==> config.mk <==
export PLATFORM = sky130hd
export DESIGN_NAME = hdlc_nrzi_frame_transmitter
export DESIGN_NICKNAME = d
export VERILOG_FILES = /design/src/hnft_pkg.sv /design/src/hnft_in_reg.sv /design/src/hnft_core.sv /design/src/hdlc_nrzi_frame_transmitter.sv
export SDC_FILE = /design/constraint.sdc
export NUM_CORES = 1
export LEC_CHECK = 0
export ABC_CLOCK_PERIOD_IN_PS = 2150
export BUFFER_PORTS_ARGS = -buffer_cell sky130_fd_sc_hd__clkbuf_2
export CAP_MARGIN = 10
export CELL_PAD_IN_SITES_DETAIL_PLACEMENT = 0
export CELL_PAD_IN_SITES_GLOBAL_PLACEMENT = 1
export CORE_UTILIZATION = 43
export CTS_CLUSTER_SIZE = 16
export DETAILED_ROUTE_END_ITERATION = 7
export GPL_ROUTABILITY_DRIVEN = 0
export PLACE_DENSITY_LB_ADDON = 0.1
export RECOVER_POWER = 50
export SYNTH_ARGS = -nofsm -noshare
export SYNTH_HDL_FRONTEND = slang
export SYNTH_SLANG_ARGS = --single-unit
export TNS_END_PERCENT = 20
==> constraint.sdc <==
create_clock -name clk_i -period 2.15 [get_ports clk_i]
set_input_delay 0.1075 -clock clk_i [delete_from_list [all_inputs] [get_ports clk_i]]
set_output_delay 0.1075 -clock clk_i [all_outputs]
set_load 0.03 [all_outputs]
==> src/hnft_pkg.sv <==
package hnft_pkg;

  localparam int unsigned FrameLenW = 10;
  localparam int unsigned FlagCntW  = 8;
  localparam int unsigned ByteW     = 8;

  localparam logic [FrameLenW-1:0] MaxFrameBytes = 10'd1023;
  localparam logic [ByteW-1:0]     FlagByte      = 8'h7E;
  localparam logic [2:0]           StuffLimit    = 3'd5;

  localparam logic [FlagCntW-1:0]  PreambleReset = 8'd32;
  localparam logic [FlagCntW-1:0]  TrailReset    = 8'd3;

  // configuration register indexes
  localparam logic CfgPreamble = 1'b0;
  localparam logic CfgTrail    = 1'b1;

  // operation codes
  localparam logic OpStart = 1'b0;
  localparam logic OpTick  = 1'b1;

  // frame phases
  localparam logic [1:0] PhIdle     = 2'd0;
  localparam logic [1:0] PhPreamble = 2'd1;
  localparam logic [1:0] PhData     = 2'd2;
  localparam logic [1:0] PhTrail    = 2'd3;

  typedef struct packed {
    logic                 operation;
    logic [FrameLenW-1:0] frame_length;
    logic [ByteW-1:0]     next_byte;
  } item_t;

  typedef struct packed {
    logic tone_space;
    logic byte_taken;
    logic busy_res;
    logic done_res;
  } result_t;

  typedef struct packed {
    logic                we;
    logic                index;
    logic [FlagCntW-1:0] data;
  } cfg_t;

endpackage

==> src/hnft_in_reg.sv <==
module hnft_in_reg (
  input  logic           clk_i,
  input  logic           rst_ni,
  input  logic           adv_i,
  input  logic           valid_i,
  input  hnft_pkg::item_t item_i,
  output logic           valid_o,
  output hnft_pkg::item_t item_o
);
  import hnft_pkg::*;

  logic  valid_q;
  item_t item_q;

  always_ff @(posedge clk_i or negedge rst_ni) begin
    if (!rst_ni) begin
      valid_q <= 1'b0;
    end else if (adv_i) begin
      valid_q <= valid_i;
    end
  end

  always_ff @(posedge clk_i) begin
    if (adv_i && valid_i) begin
      item_q <= item_i;
    end
  end

  assign valid_o = valid_q;
  assign item_o  = item_q;

endmodule

==> src/hnft_core.sv <==
module hnft_core (
  input  logic               clk_i,
  input  logic               rst_ni,
  input  hnft_pkg::cfg_t     cfg_i,
  input  logic               adv_i,
  input  logic               valid_i,
  input  hnft_pkg::item_t    item_i,
  output logic               valid_o,
  output hnft_pkg::result_t  result_o
);
  import hnft_pkg::*;

  logic [FlagCntW-1:0]  preamble_cnt_q, trail_cnt_q;
  logic [1:0]           phase_q, phase_d;
  logic [ByteW-1:0]     shift_q, shift_d;
  logic [2:0]           bitpos_q, bitpos_d;
  logic [2:0]           ones_q, ones_d;
  logic [FlagCntW-1:0]  flags_q, flags_d;
  logic [FrameLenW-1:0] bytes_q, bytes_d;
  logic                 tone_q, tone_d;
  logic                 fin_q, fin_d;
  logic                 taken;
  logic                 cur_bit;
  logic                 load_next;
  logic [FrameLenW-1:0] len_sat;
  logic                 step;

  logic                 out_valid_q;
  result_t              result_q;

  always_ff @(posedge clk_i or negedge rst_ni) begin
    if (!rst_ni) begin
      preamble_cnt_q <= PreambleReset;
      trail_cnt_q    <= TrailReset;
    end else if (cfg_i.we) begin
      if (cfg_i.index == CfgPreamble) begin
        preamble_cnt_q <= cfg_i.data;
      end else begin
        trail_cnt_q <= cfg_i.data;
      end
    end
  end

  assign step    = adv_i && valid_i;
  assign cur_bit = shift_q[bitpos_q];
  assign len_sat = (item_i.frame_length > MaxFrameBytes) ? MaxFrameBytes
                                                         : item_i.frame_length;

  always_comb begin
    phase_d   = phase_q;
    shift_d   = shift_q;
    bitpos_d  = bitpos_q;
    ones_d    = ones_q;
    flags_d   = flags_q;
    bytes_d   = bytes_q;
    tone_d    = tone_q;
    fin_d     = fin_q;
    taken     = 1'b0;
    load_next = 1'b0;
    if (item_i.operation == OpStart) begin
      phase_d  = PhPreamble;
      shift_d  = FlagByte;
      bitpos_d = 3'd0;
      ones_d   = 3'd0;
      flags_d  = preamble_cnt_q;
      bytes_d  = len_sat;
      tone_d   = 1'b0;
      fin_d    = 1'b0;
    end else if (phase_q != PhIdle) begin
      if (ones_q >= StuffLimit) begin
        // stuffed zero, bit position holds
        tone_d = ~tone_q;
        ones_d = 3'd0;
      end else begin
        if (!cur_bit) begin
          tone_d = ~tone_q;
          ones_d = 3'd0;
        end else if (phase_q == PhData) begin
          ones_d = ones_q + 3'd1;
        end else begin
          ones_d = 3'd0;
        end
        bitpos_d = bitpos_q + 3'd1;
        if (bitpos_q == 3'd7) begin
          case (phase_q)
            PhPreamble: begin
              if (flags_q > 8'd1) begin
                flags_d = flags_q - 8'd1;
                shift_d = FlagByte;
              end else begin
                flags_d   = '0;
                load_next = 1'b1;
              end
            end
            PhData: begin
              load_next = 1'b1;
            end
            PhTrail: begin
              if (flags_q > 8'd1) begin
                flags_d = flags_q - 8'd1;
                shift_d = FlagByte;
              end else begin
                flags_d = '0;
                phase_d = PhIdle;
                fin_d   = 1'b1;
              end
            end
            default: begin
              phase_d = PhIdle;
            end
          endcase
        end
      end
      if (load_next) begin
        if (bytes_q != '0) begin
          shift_d = item_i.next_byte;
          bytes_d = bytes_q - 10'd1;
          phase_d = PhData;
          taken   = 1'b1;
        end else begin
          phase_d = PhTrail;
          shift_d = FlagByte;
          flags_d = trail_cnt_q;
        end
      end
    end
  end

  always_ff @(posedge clk_i or negedge rst_ni) begin
    if (!rst_ni) begin
      phase_q  <= PhIdle;
      shift_q  <= FlagByte;
      bitpos_q <= 3'd0;
      ones_q   <= 3'd0;
      flags_q  <= '0;
      bytes_q  <= '0;
      tone_q   <= 1'b0;
      fin_q    <= 1'b0;
    end else if (step) begin
      phase_q  <= phase_d;
      shift_q  <= shift_d;
      bitpos_q <= bitpos_d;
      ones_q   <= ones_d;
      flags_q  <= flags_d;
      bytes_q  <= bytes_d;
      tone_q   <= tone_d;
      fin_q    <= fin_d;
    end
  end

  always_ff @(posedge clk_i or negedge rst_ni) begin
    if (!rst_ni) begin
      out_valid_q <= 1'b0;
    end else if (adv_i) begin
      out_valid_q <= valid_i;
    end
  end

  always_ff @(posedge clk_i) begin
    if (step) begin
      result_q.tone_space <= tone_d;
      result_q.byte_taken <= taken;
      result_q.busy_res   <= (phase_d != PhIdle);
      result_q.done_res   <= fin_d;
    end
  end

  assign valid_o  = out_valid_q;
  assign result_o = result_q;

endmodule

==> src/hdlc_nrzi_frame_transmitter.sv <==
// HDLC frame transmitter with bit stuffing and NRZI line coding.
// Input channel (in_valid_i / in_stall_o) carries one item per handshake:
// operation_i selects start of frame (with frame_length_i) or one bit-time
// tick; next_byte_i is the data byte offered with a tick and is consumed
// when the matching result reports byte_taken_o.
// Output channel (out_valid_o / out_stall_i) returns exactly one result per
// item: tone_space_o, byte_taken_o, busy_res_o, done_res_o.
// Configuration: cfg_we_i writes cfg_data_i into register cfg_index_i
// (0 = preamble flag count, 1 = trail flag count) at the clock edge.
// Pipeline: an accepted item is held in the input register, its result is
// computed from the frame state and registered in the result register,
// which drives out_valid_o.
// Throughput: one item per cycle unless the receiver stalls; the input
// register, the frame state and the result register advance in one step.
// When the receiver stalls with a result pending, the whole pipe holds and
// in_stall_o is raised in the same cycle; the result stays stable.
// Reset (rst_ni low, asynchronous) empties both registers, sets the phase to
// idle with mark tone, and loads flag counts of 32 and 3.
module hdlc_nrzi_frame_transmitter (
  input  logic       clk_i,
  input  logic       rst_ni,
  input  logic       in_valid_i,
  output logic       in_stall_o,
  input  logic       operation_i,
  input  logic [9:0] frame_length_i,
  input  logic [7:0] next_byte_i,
  output logic       out_valid_o,
  input  logic       out_stall_i,
  output logic       tone_space_o,
  output logic       byte_taken_o,
  output logic       busy_res_o,
  output logic       done_res_o,
  input  logic       cfg_we_i,
  input  logic       cfg_index_i,
  input  logic [7:0] cfg_data_i
);
  import hnft_pkg::*;

  logic    adv;
  item_t   in_item, s1_item;
  logic    s1_valid;
  cfg_t    cfg;
  result_t result;

  // pipe moves unless a result is waiting and the receiver stalls
  assign adv        = !(out_valid_o && out_stall_i);
  assign in_stall_o = !adv;

  assign in_item.operation    = operation_i;
  assign in_item.frame_length = frame_length_i;
  assign in_item.next_byte    = next_byte_i;

  assign cfg.we    = cfg_we_i;
  assign cfg.index = cfg_index_i;
  assign cfg.data  = cfg_data_i;

  hnft_in_reg u_in_reg (
    .clk_i   (clk_i),
    .rst_ni  (rst_ni),
    .adv_i   (adv),
    .valid_i (in_valid_i),
    .item_i  (in_item),
    .valid_o (s1_valid),
    .item_o  (s1_item)
  );

  hnft_core u_core (
    .clk_i    (clk_i),
    .rst_ni   (rst_ni),
    .cfg_i    (cfg),
    .adv_i    (adv),
    .valid_i  (s1_valid),
    .item_i   (s1_item),
    .valid_o  (out_valid_o),
    .result_o (result)
  );

  assign tone_space_o = result.tone_space;
  assign byte_taken_o = result.byte_taken;
  assign busy_res_o   = result.busy_res;
  assign done_res_o   = result.done_res;

endmodule

-- Word level (Yosys, flattened, before mapping)
Index checks and enable logic that the tools add are counted.
- bitwise operators: 2
- add/subtract/negate cells: 4
- multiplexer cells: 56
- shift operators: 0
- reductions and logical operators: 16
- multipliers: 0
- div/mod/pow operators: 0
- $lt $le $gt $ge: 4
- equal/unequal tests: 12
- operator list (kind ; count):
    two-way mux 8 bit ; 16
    two-way mux 10 bit ; 5
    two-way mux 3 bit ; 8
    two-way mux 1 bit ; 18
    two-way mux 2 bit ; 6
    != test 3 bit, second input constant ; 4
    greater-than comparator 10 bit, second input constant ; 1
    nonzero test 10 bit ; 1
    subtractor 10 x 1 -> 10 bit, second input constant ; 1
    greater-than comparator 8 x 1 -> 1 bit, second input constant ; 1
    != test 2 bit, second input constant ; 4
    subtractor 8 x 1 -> 8 bit, second input constant ; 1
    adder 3 x 1 -> 3 bit, second input constant ; 2
    AND reduction 2 bit ; 3
    AND reduction 3 bit ; 2
    AND reduction 6 bit ; 1
    equality test 2 bit, second input constant ; 2
    < comparator 3 x 4 -> 1 bit, second input constant ; 1
    one-hot mux 2 bit (2 select lines) ; 1
    AND reduction 4 bit ; 1
    nonzero test 2 bit ; 2
    OR reduction 2 bit ; 2
    binary-select mux 1 bit (select 3 bit) ; 1
    equality test 3 bit, second input constant ; 1
    other kinds (6) ; 9
- memory bits (writable): 0
- latch bits: 0
- input port bits: 33
- logic and storage cells: 113
- ROM bits: 0
- memories: 0
- flip-flop bits (word level): 77
- output and inout port bits: 6

-- Logic depth before layout (Yosys ltp)
- depth after elaboration: 11
- gate-level depth with buffers: 10

-- Hierarchy
From an unflattened synthesis, not the netlist that was laid out.
- cells, all modules: 333
- area, all modules: 3792.4 sq um
- modules (own cells, without submodules) (module ; sequential area each (sq um) ; times used ; cells an instance ; area each (sq um)):
    hnft_core ; 1457.6 ; 1 ; 309 ; 3164.3
    hnft_in_reg ; 595.6 ; 1 ; 22 ; 618.1
    hdlc_nrzi_frame_transmitter ; 0.0 ; 1 ; 2 ; 10.0

-- Worst setup path after synthesis
Ideal clock, no wire load.
- path kind: reg2reg
- start point: register u_core.bytes_q[1]
- end point: register u_core.bytes_q[6]
- period minus slack after synthesis: 2.228 ns
- library setup time: 0.120 ns
- arrival time: 2.108 ns
- required time: 2.030 ns
- path buffers: 2
- path slack: -0.078 ns
- cell stages (with the launch flop): 10
- cell sequence: dfrtp_1 > inv_1 > ha_1 > or3b_1 > buf_6 > or4_4 > nand3_4 > buf_12 > o41ai_1 > a31o_1
- cells in the longest elaborated chain, start to end: 5
- elaborated cells between the ends (all ways): 8
- those cells by class: add/sub (1); eq/ne (1); mux (4); reduce/logical (2)
- ends and longest elaborated chain (what ; RTL line ; text):
    start, declared ; hnft_core.sv:19 ; logic [FrameLenW-1:0] bytes_q, bytes_d;
    start signal, assigned ; hnft_core.sv:145 ; bytes_q <= bytes_d;
    subtractor 10 x 1 -> 10 bit ; hnft_core.sv:117 ; bytes_d = bytes_q - 10'd1;
    two-way mux 10 bit ; hnft_core.sv:115 ; if (bytes_q != '0) begin
    two-way mux 10 bit ; hnft_core.sv:114 ; if (load_next) begin
    two-way mux 10 bit ; hnft_core.sv:69 ; end else if (phase_q != PhIdle) begin
    two-way mux 10 bit ; hnft_core.sv:60 ; if (item_i.operation == OpStart) begin
Several ways; a longest one is shown, not always the timed one. The select of a mux whose other input is x is not followed.
A chain may end at the register's enable or synchronous reset.

-- Worst setup path in the final report
- start point: register u_core.bytes_q[1]
- end point: register u_core.flags_q[2]
- cells in the longest elaborated chain, start to end: 5
- ends and longest elaborated chain (what ; RTL line ; text):
    nonzero test 10 bit ; hnft_core.sv:115 ;
    two-way mux 8 bit ; hnft_core.sv:115 ;
    two-way mux 8 bit ; hnft_core.sv:114 ;
    two-way mux 8 bit ; hnft_core.sv:69 ;
    two-way mux 8 bit ; hnft_core.sv:60 ;
    end signal, assigned ; hnft_core.sv:144 ; flags_q <= flags_d;
    end, declared ; hnft_core.sv:18 ; logic [FlagCntW-1:0] flags_q, flags_d;
Every way passes these cells. The select of a mux whose other input is x is not followed.

==> impl_metrics.json <==
{
  "status": "complete, but fails checks",
  "violations": "setup timing",
  "fmax_ghz": 0.455,
  "synthMuxAreaShare": 0.0778,
  "start_util": 0.451,
  "setup_viol": 5,
  "layout.nets": 504,
  "drive_gt1_frac": 0.353,
  "max_cap_viol_count": 0,
  "finalHoldViolations": 0,
  "finalCriticalPeriod_ps": 2200,
  "root_buffer": "clkbuf_8",
  "finClkSkew_ps": 15.1,
  "synth_cells": 350,
  "yosysUniqueCellTypes": 68,
  "yosys.area.top_type_share": 0.282,
  "die_area_mm2": 0.00967,
  "power_density_mw_per_mm2": 844,
  "clock_latency_ps": 370,
  "utilization": 0.579,
  "syn_nets": 394,
  "antenna_found_initial": 0,
  "synth_area_leader_cell": "dfrtp_1",
  "synthTopCellsByArea": "dfrtp_1, edfxtp_1, dfstp_2",
  "cp_data_arrival_time_ps": 2470,
  "tritoncts": "built",
  "irDropWorstVdd_mv": 0.543,
  "grt_max_degree": 29,
  "coreArea_mm2": 0.00885,
  "synth.most_common_cell": "dfrtp_1",
  "place_ws_ps": -86.6,
  "synth_area_mm2": 0.00399,
  "instances_no_fill": 573,
  "wl_per_cell_um": 16.6,
  "drc_errors": 0,
  "endpoint_kind": "flop",
  "ys_ff_latch": 77,
  "first_pass_iters": 8,
  "synth_edf_count": 23,
  "fin_ws_ps": -49.3,
  "grtUsageTotal": 0.215,
  "clock-sinks": 77,
  "worstPathCellList": "inv_2 > ha_4 > or3b_4 > or4_4 > nor3_4 > a211oi_1 > o31ai_1",
  "min_path_cells": 4,
  "yosysSeqAreaShare": 0.515,
  "rsz0062_at_grt": "yes",
  "grt_pass1_vias": 3234,
  "ant_nets": 0,
  "ys_top_cells_by_count": "dfrtp_1, edfxtp_1, mux2_2",
  "htreeDepth": 3,
  "cp-start-kind": "flop",
  "syn_area_per_cell_um2": 11.4,
  "drv_slew": 0,
  "flow.area_growth_from_synthesis_pct": 28.5,
  "synth_compound_area_frac": 0.150,
  "grt_first_pass_wirelength_mm": 16.2,
  "cp_num_cells": 7,
  "fin_crit_sh": 1.02,
  "row_count": 34,
  "dpl_cell_area_mm2": 0.00460,
  "ys.flop_type": "dfrtp_1",
  "holdWs_ps": 282,
  "die_w_um": 98.3,
  "cp_max_fo": 5,
  "clk_path_buf_depth": 2,
  "rr_worst_depth": 7,
  "clk_pin_slew_worst_paths_ps": 90,
  "worst_path_largest_cell_delay_ps": 530,
  "fin_setup_tns_ps": -96.7,
  "dpl.hpwl_mm": 6.69,
  "die_h_um": 98.3,
  "io_buffers": 38,
  "io_pins": 39,
  "drt_iter0_drc": 142,
  "grt-ovfl-total": 0,
  "dp.cells": 527,
  "cp_slowest_cell": "or4_4",
  "crit_required_ps": 2420,
  "synth_fa_ha_area_frac": 0.0345,
  "viasPerCell": 5.56,
  "crit_type": "flop to flop",
  "design_area_mm2": 0.00513,
  "p_leak_nw": 2.11,
  "min_path_type": "primary input to flop",
  "worst_pin_slew_ps": 904,
  "synth_xor_area_frac": 0.00659,
  "path_delay_family": "simple AND/OR/NAND/NOR gates",
  "vias": 3186,
  "crit_buf_inv": 1,
  "wirelength_mm": 9.51,
  "slew_headroom": 0.397,
  "power.total_mw": 4.33,
  "yosys.area_share.simple": 0.174,
  "synth_top_family_by_area": "simple AND/OR/NAND/NOR gates",
  "cts_buffers": 9,
  "yosysWarnings": 0,
  "reg2reg_slack_ps": -50,
  "synthArstFlopShare": 0.701,
  "antennaDiodeCount": 0
}
[where the power goes]
group	leakage, nW	internal [mW]	switching (mW)
logic	1.16	0.681	0.653
clock network	0.0993	0.449	0.606
registers	0.851	1.75	0.186
total	2.11	2.88	1.45
[worst register-to-register path, stage by stage, from the launching register on]
cell and delay (ps):
dfrtp_1 410, inv_2 90, ha_4 130, or3b_4 380, or4_4 530, nor3_4 260
a211oi_1 90, o31ai_1 230
[registers in the layout, summed over array words and instances (netlist names)]
| signal | cells |
|---|---|
| u_core.tone_q | 1 |
| u_core.preamble_cnt_q | 8 |
| u_core.shift_q | 8 |
| u_core.ones_q | 3 |
| u_in_reg.item_o | 19 |
| u_core.bytes_q | 10 |
| u_core.phase_q | 2 |
| u_core.trail_cnt_q | 8 |
| u_in_reg.valid_o | 1 |
| u_core.flags_q | 8 |
| u_core.result_o | 4 |
| u_core.valid_o | 1 |
| u_core.bitpos_q | 3 |
| u_core.fin_q | 1 |
[metal layers]
metal | GRT usage | wire [um] | vias to the layer above
met3 | 0.0387 | 386 | 9
met1 | 0.291 | 4410 | 1555
met2 | 0.356 | 4630 | 69
met5 | 0 | 0 | -
met4 | 0.0597 | 83 | 0
li1 | - | - | 1553
[cells in the final DEF (no fill, tap or decap), drive strengths merged, types with 6 or more instances in the layout]
cell type / instances
nand3: 11
buf: 51
mux2: 20
o22ai: 8
dlygate4sd3: 29
or3: 8
ha: 11
clkbuf: 48
nor3b: 11
o21ai: 13
nor3: 16
nand2: 18
edfxtp: 23
inv: 16
dfstp: 9
o32a: 6
a21oi: 17
or2: 6
dfrtp: 45
nor2: 14
[cells by family after synthesis]
| group | after synthesis |
|---|---|
| AO/OA/AOI/OAI | 84 |
| XOR/XNOR | 3 |
| adder cells (fa/ha/maj) | 11 |
| buffers and inverters | 33 |
| flip-flops | 77 |
| multiplexers | 26 |
| AND/OR/NAND/NOR | 116 |
[repair_timing]
action                                 CTS  global route
hold buffers                            29             0
pin swaps                                1            11
setup endpoints to repair               20            29
endpoints found under the hold margin   48             0
resized for setup                       10             8
buffers inserted                         1             0
[cell type report]
cell class / instances / area [um^2]
inverter: 13 / 48.8
multi-input combinational: 240 / 1830
tap: 108 / 135
fill: 786 / 3720
sequential: 77 / 2060
clock buffer: 9 / 124
timing repair buffer: 119 / 866
clock inverter: 7 / 67.6
[path summary, 6_finish.rpt]
path,from,end
worst max-delay path,u_core.bytes_q[1],u_core.flags_q[2]
worst min-delay path,cfg_index_i,u_core.preamble_cnt_q[6]
worst max register to register,u_core.bytes_q[1],u_core.flags_q[2]
worst min register to register,u_in_reg.item_o[7],u_core.shift_q[7]
max in group asynchronous,rst_ni,u_core.phase_q[0]
min in group asynchronous,rst_ni,u_core.tone_q
Note: power is estimated with default switching activity, not from simulation.
